File: src/rtl/sss_pkg.sv
// Shared constants, types and a helper function of the servo slew sequencer.
package sss_pkg;

  localparam int STEP_DEPTH = 8;
  localparam int STEP_IDX_W = (STEP_DEPTH > 1) ? $clog2(STEP_DEPTH) : 1;
  localparam int STEP_CNT_W = $clog2(STEP_DEPTH + 1);

  localparam logic [15:0] ANGLE_MAX      = 16'd46080;
  localparam logic [15:0] FLOOR_RST      = 16'd7680;
  localparam logic [15:0] CEILING_RST    = 16'd38400;
  localparam logic [11:0] DEADBAND_RST   = 12'd128;
  localparam logic [11:0] SEQ_SPEED_RST  = 12'd896;
  localparam logic [15:0] POSITION_RST   = 16'd23040;
  localparam logic [11:0] SLEW_SPEED_RST = 12'd512;
  localparam logic [31:0] NO_TICK_DT     = 32'd20;
  localparam logic [16:0] ROUND_HALF     = 17'd128;

  typedef enum logic [1:0] {
    FUNC_TICK = 2'd0,
    FUNC_AIM  = 2'd1,
    FUNC_LOAD = 2'd2
  } func_e;

  typedef enum logic [1:0] {
    REG_ANGLE_FLOOR    = 2'd0,
    REG_ANGLE_CEILING  = 2'd1,
    REG_DEADBAND       = 2'd2,
    REG_SEQUENCE_SPEED = 2'd3
  } cfg_reg_e;

  typedef struct packed {
    logic [15:0] hold;
    logic [15:0] angle;
  } step_t;

  typedef struct packed {
    logic                  we;
    logic [STEP_IDX_W-1:0] addr;
    step_t                 data;
  } store_wr_t;

  // Crossed limits give the floor under it, else the ceiling; max 180 degrees.
  function automatic logic [15:0] clamp_angle(input logic [15:0] a,
                                              input logic [15:0] floor_v,
                                              input logic [15:0] ceil_v);
    logic [15:0] v;
    v = a;
    if (v < floor_v) begin
      v = floor_v;
    end else if (v > ceil_v) begin
      v = ceil_v;
    end
    if (v > ANGLE_MAX) begin
      v = ANGLE_MAX;
    end
    return v;
  endfunction

endpackage

File: src/rtl/servo_slew_sequencer.sv
// Top level of the servo slew sequencer: stream ports, state and item control.
//
// Accepts one item per clock and returns one result per item: the item is
// captured in an input register, then a single pass of
// clamp, step-advance, multiply and compare logic updates the state and loads the
// result register. A result waiting on m_axis_tready holds the input register, so
// s_axis_tready follows m_axis_tready combinationally while both stages are full.
// One item per cycle is sustained while the result side keeps up; the 12 x 32 bit
// multiply in the slew path is the longest logic path and sets the clock rate.
module servo_slew_sequencer
  import sss_pkg::*;
(
  input  logic        clk_i,
  input  logic        rst_ni,
  input  logic        cfg_we_i,
  input  logic [1:0]  cfg_addr_i,
  input  logic [15:0] cfg_wdata_i,
  input  logic        s_axis_tvalid,
  output logic        s_axis_tready,
  input  logic [79:0] s_axis_tdata,   // time_ms, angle_q, speed_q, hold_ms, zero fill
  input  logic [1:0]  s_axis_tuser,   // func
  input  logic        s_axis_tlast,   // last_step
  output logic        m_axis_tvalid,
  input  logic        m_axis_tready,
  output logic [31:0] m_axis_tdata,   // servo_angle, position_q, playing, zero fill
  output logic        m_axis_tuser    // write_strobe
);

  // Configuration registers.
  logic [15:0] floor_q, ceiling_q;
  logic [11:0] deadband_q, seq_speed_q;

  // Input stage.
  logic        in_valid_q;
  logic [1:0]  in_func_q;
  logic [31:0] in_time_q;
  logic [15:0] in_angle_q;
  logic [11:0] in_speed_q;
  logic [15:0] in_hold_q;
  logic        in_last_q;

  // Result stage.
  logic        out_valid_q;
  logic        out_strobe_q;
  logic [7:0]  out_angle_q;
  logic [15:0] out_pos_q;
  logic        out_playing_q;

  // Block state.
  logic [15:0]           position_q, position_d;
  logic [15:0]           target_q, target_d;
  logic [11:0]           speed_q, speed_d;
  logic [31:0]           last_tick_q, last_tick_d;
  logic [31:0]           deadline_q, deadline_d;
  logic [STEP_CNT_W-1:0] load_ptr_q, load_ptr_d;
  logic [STEP_CNT_W-1:0] total_q, total_d;
  logic [STEP_CNT_W-1:0] step_pos_q, step_pos_d;
  logic                  active_q, active_d;

  logic                  advance;
  logic                  is_tick;
  logic [31:0]           dt;
  logic [STEP_CNT_W-1:0] next_pos;
  logic [STEP_CNT_W-1:0] ptr_inc;
  logic                  move;
  logic [15:0]           slew_pos;
  logic [16:0]           rounded;
  store_wr_t             store_wr;
  step_t                 rd_step, head_step;

  assign advance       = in_valid_q && (!out_valid_q || m_axis_tready);
  assign s_axis_tready = !in_valid_q || advance;

  assign m_axis_tvalid = out_valid_q;
  assign m_axis_tuser  = out_strobe_q;
  assign m_axis_tdata  = {7'b0, out_playing_q, out_pos_q, out_angle_q};

  always_ff @(posedge clk_i or negedge rst_ni) begin
    if (!rst_ni) begin
      floor_q     <= FLOOR_RST;
      ceiling_q   <= CEILING_RST;
      deadband_q  <= DEADBAND_RST;
      seq_speed_q <= SEQ_SPEED_RST;
    end else if (cfg_we_i) begin
      case (cfg_addr_i)
        REG_ANGLE_FLOOR:    floor_q     <= cfg_wdata_i;
        REG_ANGLE_CEILING:  ceiling_q   <= cfg_wdata_i;
        REG_DEADBAND:       deadband_q  <= cfg_wdata_i[11:0];
        REG_SEQUENCE_SPEED: seq_speed_q <= cfg_wdata_i[11:0];
        default: ;
      endcase
    end
  end

  sss_step_store u_store (
    .clk_i     (clk_i),
    .wr_i      (store_wr),
    .rd_idx_i  (next_pos[STEP_IDX_W-1:0]),
    .rd_data_o (rd_step),
    .head_o    (head_step)
  );

  sss_slew u_slew (
    .position_i (position_q),
    .target_i   (target_d),
    .speed_i    (speed_d),
    .dt_i       (dt),
    .deadband_i (deadband_q),
    .move_o     (move),
    .position_o (slew_pos)
  );

  always_comb begin
    target_d      = target_q;
    speed_d       = speed_q;
    last_tick_d   = last_tick_q;
    deadline_d    = deadline_q;
    load_ptr_d    = load_ptr_q;
    total_d       = total_q;
    step_pos_d    = step_pos_q;
    active_d      = active_q;
    position_d    = position_q;
    store_wr.we   = 1'b0;
    store_wr.addr = load_ptr_q[STEP_IDX_W-1:0];
    store_wr.data = '{hold: in_hold_q, angle: in_angle_q};
    is_tick       = 1'b0;
    dt            = (last_tick_q == '0) ? NO_TICK_DT : (in_time_q - last_tick_q);
    next_pos      = step_pos_q + 1'b1;
    ptr_inc       = load_ptr_q;

    case (in_func_q)
      FUNC_TICK: begin
        is_tick     = 1'b1;
        last_tick_d = in_time_q;
        if (active_q && (total_q != '0) && (in_time_q >= deadline_q)) begin
          step_pos_d = next_pos;
          if (next_pos < total_q) begin
            deadline_d = in_time_q + {16'b0, rd_step.hold};
            target_d   = clamp_angle(rd_step.angle, floor_q, ceiling_q);
            speed_d    = seq_speed_q;
          end else begin
            active_d = 1'b0;
            total_d  = '0;
          end
        end
        position_d = slew_pos;
      end
      FUNC_AIM: begin
        target_d = clamp_angle(in_angle_q, floor_q, ceiling_q);
        speed_d  = in_speed_q;
        active_d = 1'b0;
      end
      FUNC_LOAD: begin
        // Loads past the end of the store are dropped.
        if (load_ptr_q < STEP_CNT_W'(STEP_DEPTH)) begin
          store_wr.we = advance;
          ptr_inc     = load_ptr_q + 1'b1;
        end
        load_ptr_d = ptr_inc;
        if (in_last_q) begin
          total_d    = ptr_inc;
          load_ptr_d = '0;
          step_pos_d = '0;
          active_d   = 1'b1;
          deadline_d = in_time_q + {16'b0, head_step.hold};
          target_d   = clamp_angle(head_step.angle, floor_q, ceiling_q);
          speed_d    = seq_speed_q;
        end
      end
      default: ;
    endcase

    rounded = {1'b0, position_d} + ROUND_HALF;
  end

  always_ff @(posedge clk_i or negedge rst_ni) begin
    if (!rst_ni) begin
      in_valid_q  <= 1'b0;
      out_valid_q <= 1'b0;
      position_q  <= POSITION_RST;
      target_q    <= POSITION_RST;
      speed_q     <= SLEW_SPEED_RST;
      last_tick_q <= '0;
      deadline_q  <= '0;
      load_ptr_q  <= '0;
      total_q     <= '0;
      step_pos_q  <= '0;
      active_q    <= 1'b0;
    end else begin
      if (s_axis_tready) begin
        in_valid_q <= s_axis_tvalid;
      end
      if (advance) begin
        out_valid_q <= 1'b1;
        position_q  <= position_d;
        target_q    <= target_d;
        speed_q     <= speed_d;
        last_tick_q <= last_tick_d;
        deadline_q  <= deadline_d;
        load_ptr_q  <= load_ptr_d;
        total_q     <= total_d;
        step_pos_q  <= step_pos_d;
        active_q    <= active_d;
      end else if (m_axis_tready) begin
        out_valid_q <= 1'b0;
      end
    end
  end

  always_ff @(posedge clk_i) begin
    if (s_axis_tready && s_axis_tvalid) begin
      in_func_q  <= s_axis_tuser;
      in_time_q  <= s_axis_tdata[31:0];
      in_angle_q <= s_axis_tdata[47:32];
      in_speed_q <= s_axis_tdata[59:48];
      in_hold_q  <= s_axis_tdata[75:60];
      in_last_q  <= s_axis_tlast;
    end
    if (advance) begin
      out_strobe_q  <= is_tick && move;
      out_angle_q   <= rounded[15:8];
      out_pos_q     <= position_d;
      out_playing_q <= active_d;
    end
  end

endmodule

File: src/rtl/sss_step_store.sv
// Keyframe store: one write port, one indexed read port and a bypassed head entry.
module sss_step_store
  import sss_pkg::*;
(
  input  logic                  clk_i,
  input  store_wr_t             wr_i,
  input  logic [STEP_IDX_W-1:0] rd_idx_i,
  output step_t                 rd_data_o,
  output step_t                 head_o
);

  step_t store_q [STEP_DEPTH];

  always_ff @(posedge clk_i) begin
    if (wr_i.we) begin
      store_q[wr_i.addr] <= wr_i.data;
    end
  end

  assign rd_data_o = store_q[rd_idx_i];

  // A one-step load starts playback from the entry it is writing right now.
  assign head_o = (wr_i.we && (wr_i.addr == '0)) ? wr_i.data : store_q[0];

endmodule

File: src/rtl/sss_slew.sv
// Slew step: moves the position toward the target by at most speed times elapsed time.
module sss_slew
  import sss_pkg::*;
(
  input  logic [15:0] position_i,
  input  logic [15:0] target_i,
  input  logic [11:0] speed_i,
  input  logic [31:0] dt_i,
  input  logic [11:0] deadband_i,
  output logic        move_o,
  output logic [15:0] position_o
);

  logic [15:0] err;
  logic [43:0] product;
  logic [15:0] step;
  logic [16:0] sum;
  logic [15:0] moved;

  always_comb begin
    err     = (position_i > target_i) ? (position_i - target_i) : (target_i - position_i);
    move_o  = err > {4'b0, deadband_i};
    product = 44'(speed_i) * 44'(dt_i);
    step    = (product > 44'(ANGLE_MAX)) ? ANGLE_MAX : product[15:0];
    sum     = {1'b0, position_i} + {1'b0, step};
    if (target_i > position_i) begin
      moved = (sum > {1'b0, target_i}) ? target_i : sum[15:0];
    end else begin
      moved = (step >= err) ? target_i : (position_i - step);
    end
    position_o = move_o ? moved : position_i;
  end

endmodule

File: config.mk
export PLATFORM = sky130hd
export DESIGN_NAME = servo_slew_sequencer
export DESIGN_NICKNAME = d
export VERILOG_FILES = /design/src/rtl/sss_pkg.sv /design/src/rtl/servo_slew_sequencer.sv /design/src/rtl/sss_step_store.sv /design/src/rtl/sss_slew.sv
export SDC_FILE = /design/constraint.sdc
export NUM_CORES = 2
export LEC_CHECK = 0
export ABC_CLOCK_PERIOD_IN_PS = 24200
export BUFFER_PORTS_ARGS = -buffer_cell sky130_fd_sc_hd__buf_2
export CORE_UTILIZATION = 25
export DETAILED_ROUTE_END_ITERATION = 12
export PLACE_DENSITY = 0.37
export SLEW_MARGIN = 5
export SYNTH_ARGS = -nofsm -noshare
export SYNTH_HDL_FRONTEND = slang
export SYNTH_SLANG_ARGS = --single-unit
File: constraint.sdc
create_clock -name clk_i -period 24.2 [get_ports clk_i]
set_input_delay 1.21 -clock clk_i [delete_from_list [all_inputs] [get_ports clk_i]]
set_output_delay 1.21 -clock clk_i [all_outputs]
set_load 0.005 [all_outputs]
==> flow_summary.ini <==
[synth]
synth-edff-count = 361
netlist_area_um2 = 45400
synthAdderAreaFrac_pct = 23.7
yosys.area_share.simple_pct = 13.9
syn_inst = 4569
synth_top_family_by_area = adder cells
synth-seq-cells = 540
synthMuxAreaShare_pct = 6.97
ys_async_sr_fraction_pct = 33.1
synthDistinctLibCells = 99
avgSynthCellArea_um2 = 9.93
ys_seq_area_share_pct = 33.8
synth-main-ff-cell = edfxtp_1
synth.yosys.warnings = 0
synth_compound_area_share_pct = 12.6
synth_xor_area_share_pct = 2.31

[cts]
clock_sinks = 540
cts.repair.resized = 0
clock_latency_ns = 0.66
cts_buffer_depth = 3
hold_buffers = 0
numCtsBuffers = 67
cts.htree.levels = 3
post-cts-setup-buffer-count = 0
cts_tree = yes
clk_pin_slew_ns = 0.06
clock-root-buffer = clkbuf_16

[placed_design]
io_buffers = 129
gp_congestion = 0.843
dpl.hpwl_um = 114000
dp_slack_ns = 5.41

[final_layout]
nFillCells = 19000
syn_to_final_growth_pct = 12.5
nNetsFinal = 5426
layout-drive-gt1-share_pct = 12.3
utilization_pct = 28.3

[outcome]
run_status = complete, no violations

[grt]
grt_pass1_vias = 34800
grt-ovfl-total = 0
grt_pass1_wl_um = 224000
antenna_found_initial = 0
grt_start_max_net_pins = 66
grt_use_total_pct = 16.0

[critical_path]
critPathMaxStageDelay_ns = 0.88
crit_slowest_cell = a2111oi_0
critPathKind = register to register
crit_path_end_kind = register
cp.required_ns = 24.57
path_buf_inv = 6
path_common_cell = fa_1
cpLargestDelayFamily = compound AO/OA/AOI/OAI gates
critPathArrivalTime_ns = 19.02
crit_fanout = 41
crit_path_start_kind = register

[timing]
final-setup-viol-count = 0
tightest_slew_ns = 1.20
slew_viol_final = 0
max_freq_mhz = 53.6
finalWorstSetupSlack_ns = 5.55
fin_crit_sh_pct = 77.1
finalSetupTns_ns = 0
relSlewSlack_pct = 20.0
fin_crit_ns = 18.65
finalHoldViolCount = 0
rsz0062_at_grt = false
worst_clock_skew_ns = 0.0426

[floorplanning]
dieHeight_um = 428
ioPinCount = 141
die_area_um2 = 183000
die_w_um = 428
start_util_pct = 25.1
core.rowCount = 156
core_um2 = 181000

[job]
cap_violations = 0

[detailed_routing]
drtIter0Drc = 1720
drc_errors = 0
vias = 33200
ant_nets = 0
routed_wl_um = 147000
drtPass1Iterations = 5
wl_per_cell_um = 20.9
vias_per_cell = 4.71

[hold_path]
hold_path_class = register to register
==> path summary, 6_finish.rpt <==
check                                               start                          end  slack, ns  depth (start not counted)
worst max register to register  step_pos_q[0]$_DFFE_PN0P_     out_angle_q[6]$_DFFE_PP_       5.55                         58
worst max-delay path            step_pos_q[0]$_DFFE_PN0P_     out_angle_q[6]$_DFFE_PP_       5.55                         58
min in group asynchronous                          rst_ni  last_tick_q[26]$_DFFE_PN0P_       0.56                          1
worst min register to register  deadline_q[4]$_DFFE_PN0P_    deadline_q[4]$_DFFE_PN0P_       0.48                          2
worst min-delay path            deadline_q[4]$_DFFE_PN0P_    deadline_q[4]$_DFFE_PN0P_       0.48                          2
max in group asynchronous                          rst_ni     ceiling_q[1]$_DFFE_PN0P_      21.46                          3
==> state kept, by name (all words and copies together), names as in the netlist, 2 cells and up <==
name and cells:
position_q 16, floor_q 16, target_q 16, deadline_q 32
deadband_q 12, in_func_q 2, step_pos_q 4, in_hold_q 16
in_time_q 32, last_tick_q 32, u_store.store_q 256, ceiling_q 16
out_pos_q 16, speed_q 12, out_angle_q 8, in_speed_q 12
total_q 4, in_angle_q 16, seq_speed_q 12, load_ptr_q 4
==> worst reg2reg max path, delay by kind of cell (launching register included) <==
family / cells / cell delay (ns)
muxes: 1 / 0.13
and+or+nand+nor: 15 / 3.44
adders and majority gates: 10 / 4.87
AOI/OAI and AO/OA: 24 / 7.61
DFF: 1 / 0.73
xor gates and xnor gates: 2 / 0.30
buffers and inverters: 6 / 1.31
==> metrics by stage <==
step	area [µm²]	hold slack, ns	cells
after floorplan	45400	0.443	4575
after global placement	49000	0.464	6945
after detailed placement	49000	0.471	6945
after CTS	51100	0.483	7062
after global routing	51100	0.501	7062
final	51100	0.479	7064
==> Yosys cell counts, drive strengths merged, types with 21 or more instances <==
cell type  count  share of area, %
nand2        621               5.1
inv          571               4.7
ha           370                10
edfxtp       361                24
fa           306                13
o21ai        246               2.7
a21oi        214               2.4
nor2         210               1.7
dfrtp        158               8.7
clkbuf       151               1.2
mux2         111               2.8
xnor2         82               1.6
nor2b         66              0.91
nor3          65              0.72
and2          64              0.89
mux2i         63               1.4
a21o          61               1.0
nand3         61              0.67
buf           58              0.65
mux4          57               2.8
nand4         55              0.76
a211oi        51              0.89
nand2b        40              0.55
xor2          37              0.71
a31oi         36              0.51
and3          34              0.47
or3           26              0.37
o21a          25              0.41
o22ai         25              0.34
o31ai         25              0.51
a221oi        23              0.50
nor4          22              0.30
dfstp         21               1.2
==> cells in the final DEF, fill, tap and decap left out, types with 60 or more instances in the layout <==
| cell | instances |
|---|---|
| dfrtp_1 | 157 |
| nor3_1 | 61 |
| a21oi_1 | 213 |
| buf_4 | 80 |
| fa_1 | 306 |
| nand3_1 | 61 |
| inv_1 | 568 |
| edfxtp_1 | 361 |
| mux2_2 | 110 |
| xnor2_1 | 80 |
| mux2i_1 | 63 |
| buf_2 | 128 |
| nand2_1 | 620 |
| a21o_1 | 60 |
| nor2_1 | 204 |
| nor2b_1 | 66 |
| clkbuf_16 | 71 |
| o21ai_0 | 236 |
| ha_1 | 369 |
==> per-layer routing <==
metal / vias to the layer above / GRT usage [%] / part of all wire, %
li1: 16000 / - / -
met1: 16600 / 21.6 / 47
met2: 472 / 27.5 / 48
met3: 103 / 1.39 / 2.6
met4: 0 / 3.79 / 1.9
met5: - / 0 / 0
==> kinds of logic (layout without fill, tap and decap cells) <==
logic type	Yosys count	in the layout
simple gates	1344	1344
compound gates	878	878
buf+inv	780	897
fa+ha+maj	676	676
flops	540	540
mux	231	231
xor+xnor	119	119
other cells	1	9
==> layout make-up <==
class / instances / area (µm²) / share of cell area, %
tap: 2370 / 2970 / 5.81
timing repair buffer: 209 / 1250 / 2.46
inverter: 571 / 2140 / 4.20
sequential: 540 / 15300 / 30.1
multi-input combinational: 3255 / 27300 / 53.4
clock inverter: 29 / 181 / 0.355
clock buffer: 88 / 1870 / 3.66
antenna: 2 / 5.00 / 0.00980
Power is left out: the tool's default activity adds up to more than one toggle a clock period on the data nets, which glitch-free logic cannot reach.
